<file path="src/hw/rtl/ffba_pkg.sv">
// ---------------------------------------------------------------------------
// First-fit block allocator package
// Sizes, request and status codes, and the types shared by the cell row.
// ---------------------------------------------------------------------------
`timescale 1ns / 1ps

package ffba_pkg;

    localparam int MAX_BLOCKS   = 64;
    localparam int HEADER_BYTES = 32;

    localparam int IDX_W  = (MAX_BLOCKS > 1) ? $clog2(MAX_BLOCKS) : 1;
    localparam int CNT_W  = $clog2(MAX_BLOCKS + 1);
    localparam int DATA_W = 32;
    localparam int END_W  = DATA_W + 2;

    localparam logic [DATA_W-1:0] HEAP_LIMIT_RST = 32'd1048576;

    localparam logic [1:0] REQ_ALLOC   = 2'd0;
    localparam logic [1:0] REQ_FREE    = 2'd1;
    localparam logic [1:0] REQ_REALLOC = 2'd2;

    localparam logic [1:0] ST_OK   = 2'd0;
    localparam logic [1:0] ST_FAIL = 2'd1;
    localparam logic [1:0] ST_BAD  = 2'd2;

    typedef struct packed {
        logic              vld;
        logic              fit_hit;
        logic [IDX_W-1:0]  fit_idx;
        logic [DATA_W-1:0] fit_addr;
        logic              lk_hit;
        logic [IDX_W-1:0]  lk_idx;
        logic              lk_free;
        logic [DATA_W-1:0] lk_size;
    } t_ffba_tok;

    typedef struct packed {
        logic              app_en;
        logic [IDX_W-1:0]  app_idx;
        logic [DATA_W-1:0] app_addr;
        logic [DATA_W-1:0] app_size;
        logic              clr_en;
        logic [IDX_W-1:0]  clr_idx;
        logic              set_en;
        logic [IDX_W-1:0]  set_idx;
    } t_ffba_upd;

endpackage

</file>
<file path="src/hw/rtl/ffba_cell.sv">
// ---------------------------------------------------------------------------
// First-fit block allocator cell
// Holds one block entry and passes the search item on to the next cell.
// ---------------------------------------------------------------------------
`timescale 1ns / 1ps

module ffba_cell (
    input  logic                       i_clk,
    input  logic                       i_rst_n,
    input  logic [ffba_pkg::IDX_W-1:0] i_idx,
    input  logic [ffba_pkg::CNT_W-1:0] i_count,
    input  logic [31:0]                i_req_size,
    input  logic [31:0]                i_req_addr,
    input  ffba_pkg::t_ffba_upd        i_upd,
    input  ffba_pkg::t_ffba_tok        i_tok,
    output ffba_pkg::t_ffba_tok        o_tok
);
    import ffba_pkg::*;

    logic [DATA_W-1:0] r_addr;
    logic [DATA_W-1:0] r_size;
    logic              r_free;
    t_ffba_tok         r_tok;
    t_ffba_tok         n_tok;
    logic              w_live;

    assign w_live = i_tok.vld && (CNT_W'(i_idx) < i_count);

    always_comb begin
        n_tok = i_tok;
        if (w_live && !i_tok.fit_hit && r_free && (r_size >= i_req_size)) begin
            n_tok.fit_hit  = 1'b1;
            n_tok.fit_idx  = i_idx;
            n_tok.fit_addr = r_addr;
        end
        if (w_live && !i_tok.lk_hit && (r_addr == i_req_addr)) begin
            n_tok.lk_hit  = 1'b1;
            n_tok.lk_idx  = i_idx;
            n_tok.lk_free = r_free;
            n_tok.lk_size = r_size;
        end
    end

    always_ff @(posedge i_clk) begin
        if (!i_rst_n) begin
            r_tok <= '0;
        end else begin
            r_tok <= n_tok;
        end
    end

    always_ff @(posedge i_clk) begin
        if (i_upd.app_en && (i_upd.app_idx == i_idx)) begin
            r_addr <= i_upd.app_addr;
            r_size <= i_upd.app_size;
            r_free <= 1'b0;
        end else if (i_upd.set_en && (i_upd.set_idx == i_idx)) begin
            r_free <= 1'b1;
        end else if (i_upd.clr_en && (i_upd.clr_idx == i_idx)) begin
            r_free <= 1'b0;
        end
    end

    assign o_tok = r_tok;

endmodule

</file>
<file path="config.mk">
export PLATFORM = sky130hd
export DESIGN_NAME = ffba_cell
export DESIGN_NICKNAME = d
export VERILOG_FILES = /design/src/hw/rtl/ffba_pkg.sv /design/src/hw/rtl/ffba_cell.sv
export SDC_FILE = /design/constraint.sdc
export NUM_CORES = 1
export LEC_CHECK = 0
export BUFFER_PORTS_ARGS = -buffer_cell sky130_fd_sc_hd__buf_2
export CAP_MARGIN = 20
export CORE_AREA = 2 2 127 129
export CTS_CLUSTER_DIAMETER = 100
export CTS_CLUSTER_SIZE = 30
export DETAILED_ROUTE_END_ITERATION = 8
export DIE_AREA = 0 0 129 131
export GPL_ROUTABILITY_DRIVEN = 0
export HOLD_SLACK_MARGIN = 0.1
export MAX_ROUTING_LAYER = met4
export PLACE_DENSITY = 0.86
export SLEW_MARGIN = 20
export SYNTH_ARGS = -nofsm -noshare
export SYNTH_HDL_FRONTEND = slang
export SYNTH_SLANG_ARGS = --single-unit
export TNS_END_PERCENT = 50
</file>
<file path="constraint.sdc">
create_clock -name i_clk -period 19.5 [get_ports i_clk]
set_input_delay 0 -clock i_clk [delete_from_list [all_inputs] [get_ports i_clk]]
set_output_delay 0 -clock i_clk [all_outputs]
set_load 0.02 [all_outputs]
</file>
* Word-level counts from Yosys, hierarchy flattened
Cells that the tools add are included.
** Storage, ports and cells
- Register bits :: 145
- Output and inout bits :: 80
- Word-level logic and storage cells :: 33
** Cells by class
- Magnitude comparators :: 2
- Equal/unequal tests :: 4
- Muxes and demuxes :: 4
- Reduce and logical (&&, ||, !) cells :: 12
** Operator list (count)
- $mux 40 :: 1
- $mux 39 :: 1
- $eq 32x32->1 :: 1
- $ge 32x32->1 :: 1
- $eq 6x6->1 :: 3
- $logic_and 1x1->1 :: 9
- $lt 6x7->1 :: 1
- $logic_not 1->1 :: 2
- $mux 1 :: 2
- $reduce_bool 2->1 :: 1

* Depth between registers and ports, before layout
Gate-level depths: netlist of run 1.
- Word-level depth :: 6
- Depth in mapped cells :: 10
- Depth with buffers taken out :: 8

* Worst setup path before layout of run 1
Ideal clock, no wire load.
- Kind :: input port to flip-flop
- Start point :: input i_idx[5] (netlist name)
- End point :: register r_addr[0] (enable)
- Arrival :: 6407 ps
- Data required time :: 18853 ps
- Path slack :: 12446 ps
- Cell stages on the path :: 2
- Path buffers :: 0
- Cells stage by stage :: xor2_1 -> nor4_1
** On the way
- Longest elaborated chain between the ends :: 2
** Ends and longest elaborated chain
- start: declaration :: RTL line ffba_cell.sv:10 : input logic [ffba_pkg::IDX_W-1:0] i_idx,
- $eq 6x6->1 :: RTL line ffba_cell.sv:53 : if (i_upd.app_en && (i_upd.app_idx == i_idx)) begin
- $logic_and 1x1->1 :: RTL line ffba_cell.sv:53
- end signal: assignment :: RTL line ffba_cell.sv:54 : r_addr <= i_upd.app_addr;
- end: declaration :: RTL line ffba_cell.sv:20 : logic [DATA_W-1:0] r_addr;
Every way passes these cells.
A chain may end at the register's enable or synchronous reset.

* Worst setup path after layout of run 1
- Start point :: register r_size[29]
- End point :: register r_tok (netlist bit o_tok[72])
** On the way
- Longest elaborated chain between the ends :: 3
** Ends and longest elaborated chain
- start: declaration :: RTL line ffba_cell.sv:21 : logic [DATA_W-1:0] r_size;
- start signal: assignment :: RTL line ffba_cell.sv:55 : r_size <= i_upd.app_size;
- $ge 32x32->1 :: RTL line ffba_cell.sv:31 : if (w_live && !i_tok.fit_hit && r_free && (r_size >= i_req_size)) begin
- $logic_and 1x1->1 :: RTL line ffba_cell.sv:31
- $mux 39 :: RTL line ffba_cell.sv:31
- end signal: assignment :: RTL line ffba_cell.sv:48 : r_tok <= n_tok;
- end: declaration :: RTL line ffba_cell.sv:23 : t_ffba_tok r_tok;
Every way passes these cells.

==> results of run 1 <==
==> layer usage <==
layer,vias up,GRT usage,part of all wire
li1,3087,-,-
met1,3059,0.298,0.36
met2,477,0.503,0.50
met3,94,0.0717,0.085
met4,0,0.175,0.055
met5,-,-,0
==> what timing repair did <==
action	4_1_cts	5_1_grt
setup endpoints to repair	0	0
hold endpoints to repair	145	0
hold buffers	160	0
==> metrics by stage <==
step / setup WS, ns / cell area (sq um) / hold WS, ns / total power (W) / util
floorplan: 12.45 / 6450 / 0.0989 / 0.000384 / -
global placement: 16.69 / 8280 / 0.176 / 0.000430 / 0.531
detailed placement: 16.52 / 8280 / 0.178 / 0.000432 / 0.531
CTS: 16.08 / 10500 / 0.275 / 0.000778 / 0.671
global route: 15.82 / 10500 / 0.289 / 0.000807 / 0.673
finish: 15.99 / 10500 / 0.306 / 0.000782 / 0.673
==> path summary, 6_finish.rpt <==
path / cells past startpoint / slack [ns] / from / end
max: 9 / 15.99 / r_size[29] / o_tok[72]
min: 2 / 0.31 / i_upd[72] / r_addr[26]
min reg2reg: 2 / 0.55 / r_free / o_tok[32]
max reg2reg: 9 / 15.99 / r_size[29] / o_tok[72]
==> power breakdown <==
part / internal [W] / leakage, nW / switching [W]
clock network: 0.000190 / 0.275 / 0.000134
registers: 0.000328 / 1.25 / 0.00000518
logic: 0.0000630 / 3.23 / 0.0000611
==> registers in the layout, indices dropped and copies added (netlist names) <==
signal and flops:
r_size 32, r_addr 32, o_tok 80, r_free 1
==> worst reg2reg max path, cell delays in order (launching register included) <==
cell	delay, ns
edfxtp_1	0.41
ha_1	0.32
nand4_1	0.14
or4_1	0.58
nor2_1	0.13
o31ai_1	0.12
a211oi_4	0.25
buf_4	0.58
mux2i_1	0.34
dlygate4sd3_1	0.59
==> area by class of cell <==
type	count	share of cell area
flip-flops and latches	145	0.338
clock buffers	18	0.0409
inverters	40	0.0143
clock inverters	14	0.0147
well taps	216	0.0258
multi-input cells	394	0.253
repair buffers	490	0.314
==> synth_stat cells, types with 2 or more instances <==
master and count:
a2111oi_0 2, a21o_1 4, a21oi_1 51, and4_1 2
buf_2 2, clkbuf_1 25, dfxtp_1 81, edfxtp_1 64
ha_1 37, inv_1 38, mux2i_1 44, nand2_1 90
nand2b_1 2, nand3_1 39, nand4_1 14, nor2_1 3
nor3_1 3, nor4_1 2, o21ai_0 7, o21ai_1 31
or4_1 2, xnor2_1 40, xor2_1 10
==> logic make-up after synthesis <==
group           synth area share
buf+inv                   0.0423
simple gates               0.115
compound gates            0.0848
xor+xnor                  0.0679
flops                      0.550
mux                       0.0683
fa+ha+maj                 0.0718
==> flow_summary.json, run 1 <==
{
  "run_status": "completed",
  "multi_input_comb_area_sq_um": 2660,
  "async_reset_ff_frac": 0,
  "hp-class": "in -> reg",
  "die_x_um": 129,
  "setup_tns_ns": 0,
  "cp-start-kind": "flip-flop",
  "avgRoutedWirePerCell_um": 18.7,
  "drt_first_pass_iters": 5,
  "synth.yosys.seq_area_share": 0.550,
  "ir_drop_mv": 0.0521,
  "max_slew_margin": 0.379,
  "crit_fanout": 39,
  "path_clk_slew_ns": 0.07,
  "first_global_vias": 7070,
  "numClockSinks": 145,
  "die_area_sq_um": 16900,
  "yosysTopAreaCell": "edfxtp_1",
  "drt_iter0_markers": 413,
  "dp.cells": 1124,
  "grt_first_pass_wirelength_um": 35600,
  "rsz0062_at_grt": "no",
  "clockRootBuffer": "clkbuf_16",
  "final_cells": 1317,
  "syn_avg_cell_area_sq_um": 10.6,
  "grt_max_degree": 86,
  "fp.coreArea_sq_um": 15600,
  "start_util": 0.413,
  "dr_total_vias": 6717,
  "clock_latency_ns": 0.41,
  "wl_um": 24700,
  "finalMaxSlewViolations": 0,
  "finalCritPeriodShare": 0.180,
  "synthCells": 608,
  "numCtsBuffers": 17,
  "place_hpwl_um": 14800,
  "io_buffers": 323,
  "crit_buf_inv": 2,
  "path_class": "reg -> reg",
  "synthDistinctLibCells": 38,
  "cp_top_family": "buffers and inverters",
  "synth_edf_count": 64,
  "register_area_sq_um": 3540,
  "critical_path.cell_chain": "ha_1 > nand4_1 > or4_1 > nor2_1 > o31ai_1 > a211oi_4 > buf_4 > mux2i_1 > dlygate4sd3_1",
  "endpoint_kind": "flip-flop",
  "viasPerCell": 5.10,
  "fin_crit_ns": 3.51,
  "post-route-drc-count": 0,
  "nFillCells": 1065,
  "worst-endpoint-arrival_ns": 3.86,
  "ys_ff_latch": 145,
  "area_delta_synth_final_pct": 62.8,
  "fp.dieH_um": 131,
  "yosys_warnings": 0,
  "synth_area_leaders": "edfxtp_1 30%, dfxtp_1 25%, ha_1 7.2%",
  "power_density_nw_per_um2": 74.6,
  "antenna_cells": 0,
  "p_leak_nw": 4.76,
  "fin_worst_skew_ns": 0.00916,
  "post_cts_buffers": 0,
  "cts_tree": "built",
  "grtUsageTotal": 0.290,
  "htree_levels": 4,
  "finalSetupViolations": 0,
  "max_freq_ghz": 0.285,
  "antenna_found_initial": 0,
  "clock_path_buffers": 2,
  "grt-ovfl-total": 0,
  "crit_slowest_cell": "dlygate4sd3_1",
  "maxCapViolations": 0,
  "synth_top_cell_area_share": 0.298,
  "num_rows": 46,
  "synth_area_sq_um": 6450,
  "cts_resized": 0,
  "synth_nets": 889,
  "cp_data_required_time_ns": 19.85,
  "nets": 1369,
  "crit_path_max_incr_delay_ns": 0.59,
  "mostFrequentLayoutCell": "buf_2",
  "pin_count": 324,
  "drive_gt1_frac": 0.330,
  "ys.flop_type": "dfxtp_1",
  "worst_pin_slew_ns": 0.932,
  "ant_nets": 0,
  "most-common-layout-cells": "323 x buf_2, 160 x dlygate4sd3_1, 90 x nand2_1",
  "hold_viol": 0
}
Power figures use the tool's default switching activity.
==> run 2: changes to the inputs <==
==> constraint.sdc (replaced) <==
create_clock -name i_clk -period 3.4 [get_ports i_clk]
set_input_delay 0 -clock i_clk [delete_from_list [all_inputs] [get_ports i_clk]]
set_output_delay 0 -clock i_clk [all_outputs]
set_load 0.02 [all_outputs]
==> run 2 against run 1 <==
Compared with the run above:
- worst setup slack got worse by 16 ns
- count of clock-buffer cells in the layout up 1
- hold slack worse by 0.17 ns
- cell count rose by 0.30%
- clock skew up 0.019 ns
- cell area increased by 0.45%
- highest routed layer unchanged
- critical path type unchanged
- maximum frequency up 13%
- sequential cell count unchanged
- core utilization is 0.30 points higher
- combinational power rose to 5.7 times the previous value
==> flow_summary.json, run 2 (same netlist as run 1, synthesis figures left out) <==
{
  "run_status": "completed",
  "fp.dieH_um": 131,
  "nFillCells": 1060,
  "grt_max_degree": 66,
  "antenna_found_initial": 0,
  "max_slew_margin": 0.364,
  "clkPwrFrac": 0.416,
  "avgRoutedWirePerCell_um": 18.5,
  "clock_latency_ns": 0.42,
  "power_density_nw_per_um2": 426,
  "p_switching_w": 0.00115,
  "most-common-layout-cells": "323 x buf_2, 162 x dlygate4sd3_1, 90 x nand2_1",
  "hp-class": "in -> reg",
  "crit_slowest_cell": "or4_1",
  "io_buffers": 323,
  "nets": 1373,
  "crit_fanout": 20,
  "clockRootBuffer": "clkbuf_16",
  "rsz0062_at_grt": "no",
  "swShare": 0.255,
  "wl_um": 24400,
  "dr_total_vias": 6782,
  "final_cells": 1321,
  "critical_path.cell_chain": "ha_1 > nand4_1 > or4_1 > a21oi_1 > nor3_1 > a211oi_4 > clkbuf_16 > mux2i_1 > dlygate4sd3_1",
  "antenna_cells": 0,
  "hold_slack_ns": 0.141,
  "finalMaxSlewViolations": 0,
  "worst_pin_slew_ns": 0.948,
  "fp.coreArea_sq_um": 15600,
  "finalPower_w": 0.00449,
  "path_clk_slew_ns": 0.07,
  "drt_iter0_markers": 407,
  "cts_tree": "built",
  "drive_gt1_frac": 0.331,
  "maxCapViolations": 0,
  "start_util": 0.413,
  "grt-ovfl-total": 0,
  "drt_first_pass_iters": 5,
  "area_delta_synth_final_pct": 63.5,
  "die_x_um": 129,
  "post-route-drc-count": 0,
  "viasPerCell": 5.13,
  "mostFrequentLayoutCell": "buf_2",
  "clock_path_buffers": 2,
  "seqPwrFrac": 0.426,
  "path_class": "reg -> reg",
  "p_leak_nw": 4.77,
  "grtUsageTotal": 0.284,
  "final_area_sq_um": 10500,
  "crit_path_max_incr_delay_ns": 0.58,
  "cp_data_required_time_ns": 3.76,
  "num_rows": 46,
  "htree_levels": 4,
  "numCtsBuffers": 17,
  "hold_viol": 0,
  "first_global_vias": 6934,
  "finalSetupViolations": 0,
  "worst-endpoint-arrival_ns": 3.46,
  "numClockSinks": 145,
  "pin_count": 324,
  "ir_drop_mv": 0.295,
  "fin_worst_skew_ns": 0.0278,
  "finalCritPeriodShare": 0.913,
  "max_freq_ghz": 0.322,
  "ant_nets": 0,
  "cp-start-kind": "flip-flop",
  "dp.cells": 1125,
  "fin_crit_ns": 3.10,
  "placed_area_sq_um": 8310,
  "setup_tns_ns": 0,
  "endpoint_kind": "flip-flop",
  "grt_first_pass_wirelength_um": 35200,
  "place_hpwl_um": 14800,
  "power.internal_w": 0.00334,
  "largest_reg_flops": 80,
  "die_area_sq_um": 16900,
  "combPwrFrac": 0.159
}
-- run 2: final timing paths --
| kind | start | endpoint | slack, ns | cells past startpoint |
|---|---|---|---|---|
| setup / recovery | r_size[29] | o_tok[73] | 0.30 | 9 |
| hold reg to reg | r_addr[24] | o_tok[64] | 0.58 | 2 |
| hold / removal | i_rst_n | o_tok[48] | 0.14 | 3 |
| setup reg to reg | r_size[29] | o_tok[73] | 0.30 | 9 |
-- run 2: per-stage QoR --
stage | utilization | setup WS (ns)
after global placement | 0.533 | 0.771
final | 0.676 | 0.295
after detailed placement | 0.533 | 0.725
after CTS | 0.674 | 0.209
after global routing | 0.676 | 0.0922
after floorplan | - | 0.608
-- run 2: layer usage --
| layer | track usage | vias to the layer above | share of wire |
|---|---|---|---|
| li1 | - | 3095 | - |
| met1 | 0.309 | 3166 | 0.37 |
| met2 | 0.495 | 439 | 0.51 |
| met3 | 0.0546 | 82 | 0.074 |
| met4 | 0.147 | 0 | 0.043 |
| met5 | - | - | 0 |
-- run 2: power groups by stage --
stage          sequential [W]  combinational (W)  clock (W)
3_5_place_dp          0.00195           0.000532          0
5_1_grt               0.00192           0.000765    0.00196
3_3_place_gp          0.00195           0.000521          0
6_report              0.00191           0.000712    0.00187
4_1_cts               0.00191           0.000682    0.00190
2_1_floorplan         0.00201           0.000201          0
-- run 2: cell type report --
type | count | area [sq um] | area share
Tap cell | 216 | 270 | 0.0256
Clock buffer | 19 | 433 | 0.0411
Multi-Input combinational cell | 394 | 2670 | 0.253
Sequential cell | 145 | 3540 | 0.336
Timing Repair Buffer | 494 | 3330 | 0.316
Inverter | 40 | 150 | 0.0142
Clock inverter | 13 | 151 | 0.0144
-- run 2: timing repair --
item | CTS | global route
hold buffers | 162 | 0
gates resized for setup | 0 | 2
setup endpoints to repair | 0 | 1
hold endpoints to repair | 145 | 0
setup buffers | 0 | 1
-- run 2: critical path: cells and delay by family (launching register included) --
kind | cells | cell delay [ns]
flip-flops | 1 | 0.40
AO/OA/AOI/OAI | 2 | 0.43
adder cells (fa/ha/maj) | 1 | 0.31
multiplexers | 1 | 0.22
buffers and inverters | 2 | 0.86
AND/OR/NAND/NOR | 3 | 0.83
==> run 3: changes to the inputs <==
--- a/config.mk
+++ b/config.mk
@@ -7,15 +7,15 @@
 export LEC_CHECK = 0
 export BUFFER_PORTS_ARGS = -buffer_cell sky130_fd_sc_hd__buf_2
 export CAP_MARGIN = 20
-export CORE_AREA = 2 2 127 129
+export CORE_ASPECT_RATIO = 0.5
+export CORE_UTILIZATION = 45
 export CTS_CLUSTER_DIAMETER = 100
 export CTS_CLUSTER_SIZE = 30
 export DETAILED_ROUTE_END_ITERATION = 8
-export DIE_AREA = 0 0 129 131
 export GPL_ROUTABILITY_DRIVEN = 0
 export HOLD_SLACK_MARGIN = 0.1
 export MAX_ROUTING_LAYER = met4
-export PLACE_DENSITY = 0.86
+export PLACE_DENSITY = 0.79
 export SLEW_MARGIN = 20
 export SYNTH_ARGS = -nofsm -noshare
 export SYNTH_HDL_FRONTEND = slang
==> run 3 against run 2 <==
Compared with the run above:
- worst setup slack worse by 0.086 ns
- count of clock-buffer cells in the layout unchanged
- cell count down 2.0%
- maximum frequency shrank 2.7%
- global-route usage grew 3.3 points
- critical endpoint is now o_tok[33]
- via count shrank 2.1%
- routed wire length down 5.6%
- sequential power barely moved
==> flow_summary.json, run 3 (same netlist as run 1, synthesis figures left out) <==
{
  "nets": 1370,
  "nFillCells": 898,
  "finalMaxSlewViolations": 0,
  "worst_slack_ns": 0.209,
  "max_slew_margin": 0.415,
  "die_x_um": 171,
  "start_util": 0.468,
  "most-common-layout-cells": "323 x buf_2, 159 x dlygate4sd3_1, 90 x nand2_1",
  "hold_slack_ns": 0.201,
  "pin_count": 324,
  "post-route-drc-count": 0,
  "crit_slowest_cell": "nor4_1",
  "mostFrequentLayoutCell": "buf_2",
  "num_rows": 30,
  "clock_path_buffers": 2,
  "place_ws_ns": 0.736,
  "cts_tree": "built",
  "cp-start-kind": "flip-flop",
  "clockRootBuffer": "clkbuf_16",
  "cp_data_required_time_ns": 3.69,
  "p_leak_nw": 4.78,
  "hold_viol": 0,
  "clock_latency_ns": 0.41,
  "drt_first_pass_iters": 5,
  "setup_tns_ns": 0,
  "grt_max_degree": 66,
  "finalSetupViolations": 0,
  "max_freq_ghz": 0.313,
  "dr_total_vias": 6639,
  "first_global_vias": 7022,
  "run_status": "completed",
  "io_buffers": 323,
  "avgRoutedWirePerCell_um": 17.8,
  "crit_path_max_incr_delay_ns": 0.62,
  "largest_reg_flops": 80,
  "finalPower_w": 0.00444,
  "drt_iter0_markers": 364,
  "power_density_nw_per_um2": 424,
  "fp.dieH_um": 86.6,
  "ant_nets": 0,
  "die_area_sq_um": 14800,
  "worst-endpoint-arrival_ns": 3.48,
  "path_clk_slew_ns": 0.07,
  "maxCapViolations": 0,
  "numCtsBuffers": 17,
  "antenna_found_initial": 1,
  "critical_path.cell_chain": "xnor2_1 > nand4_1 > nor4_1 > and3_1 > buf_4 > nand2_1 > mux2i_1 > dlygate4sd3_1",
  "htree_levels": 4,
  "endpoint_kind": "flip-flop",
  "hp-class": "in -> reg",
  "fp.coreArea_sq_um": 13800,
  "path_class": "reg -> reg",
  "numClockSinks": 145,
  "rsz0062_at_grt": "no",
  "place_hpwl_um": 14100,
  "fin_worst_skew_ns": 0.0170,
  "wl_um": 23000,
  "crit_fanout": 35,
  "worst_pin_slew_ns": 0.877,
  "ir_drop_mv": 0.295,
  "grt-ovfl-total": 0,
  "grt_first_pass_wirelength_um": 34600,
  "grtUsageTotal": 0.317,
  "area_delta_synth_final_pct": 62.8,
  "fin_crit_ns": 3.19,
  "finalCritPeriodShare": 0.939,
  "drive_gt1_frac": 0.334,
  "viasPerCell": 5.13
}
-- run 3: changes by cell type in the layout (fill, tap and decap cells not counted), moves of 2 or more --
| cell | previous run | this run |
|---|---|---|
| dlygate4sd3_1 | 162 | 159 |
| clkinv_2 | 0 | 2 |
| bufinv_16 | 2 | 0 |
| clkbuf_1 | 2 | 0 |
| clkinvlp_4 | 4 | 2 |
| inv_8 | 0 | 4 |
-- run 3: critical path: cells and delay by family (launching register included) --
family / cells / cell delay (ns)
xor gates and xnor gates: 1 / 0.21
and+or+nand+nor: 4 / 1.30
buffers and inverters: 2 / 0.92
DFF: 1 / 0.42
muxes: 1 / 0.20
-- run 3: area by class of cell --
type,count,area (sq um),share of cell area
Antenna cell,1,2.50,0.000238
Clock buffer,19,464,0.0442
Clock inverter,13,114,0.0108
Inverter,40,150,0.0143
Multi-Input combinational cell,394,2660,0.254
Sequential cell,145,3540,0.338
Tap cell,192,240,0.0229
Timing Repair Buffer,491,3320,0.316
-- run 3: worst paths after layout --
kind / startpoint / endpoint / slack, ns / depth (start not counted)
hold / removal: i_rst_n / o_tok[43] / 0.20 / 3
setup reg to reg: r_addr[8] / o_tok[33] / 0.21 / 8
hold reg to reg: r_free / o_tok[32] / 0.53 / 2
setup / recovery: r_addr[8] / o_tok[33] / 0.21 / 8
-- run 3: report_power, final --
group	internal (W)	switching (W)	total, W	leakage (nW)
Combinational	0.000363	0.000342	0.000705	3.25
Sequential	0.00188	0.0000257	0.00191	1.25
Clock	0.00103	0.000806	0.00183	0.284
Total	0.00327	0.00117	0.00444	4.78
-- run 3: per-stage QoR --
stage	instances	cell area [sq um]	util
after floorplan	608	6460	-
after CTS	1291	10400	0.758
after global routing	1295	10500	0.762
final	1295	10500	0.762
after global placement	1100	8270	0.600
after detailed placement	1100	8270	0.600
-- run 3: per-layer routing --
layer | vias up | wire [um] | track usage
met4 | 0 | 791 | 0.136
met2 | 323 | 12100 | 0.580
met1 | 3139 | 8710 | 0.336
met5 | - | 0 | -
met3 | 83 | 1370 | 0.0621
li1 | 3094 | - | -
-- run 3: repair_timing --
item	CTS	global route
hold buffers	159	0
gates resized for setup	0	1
hold endpoints to repair	145	0
setup endpoints to repair	0	2
buffers inserted	0	1
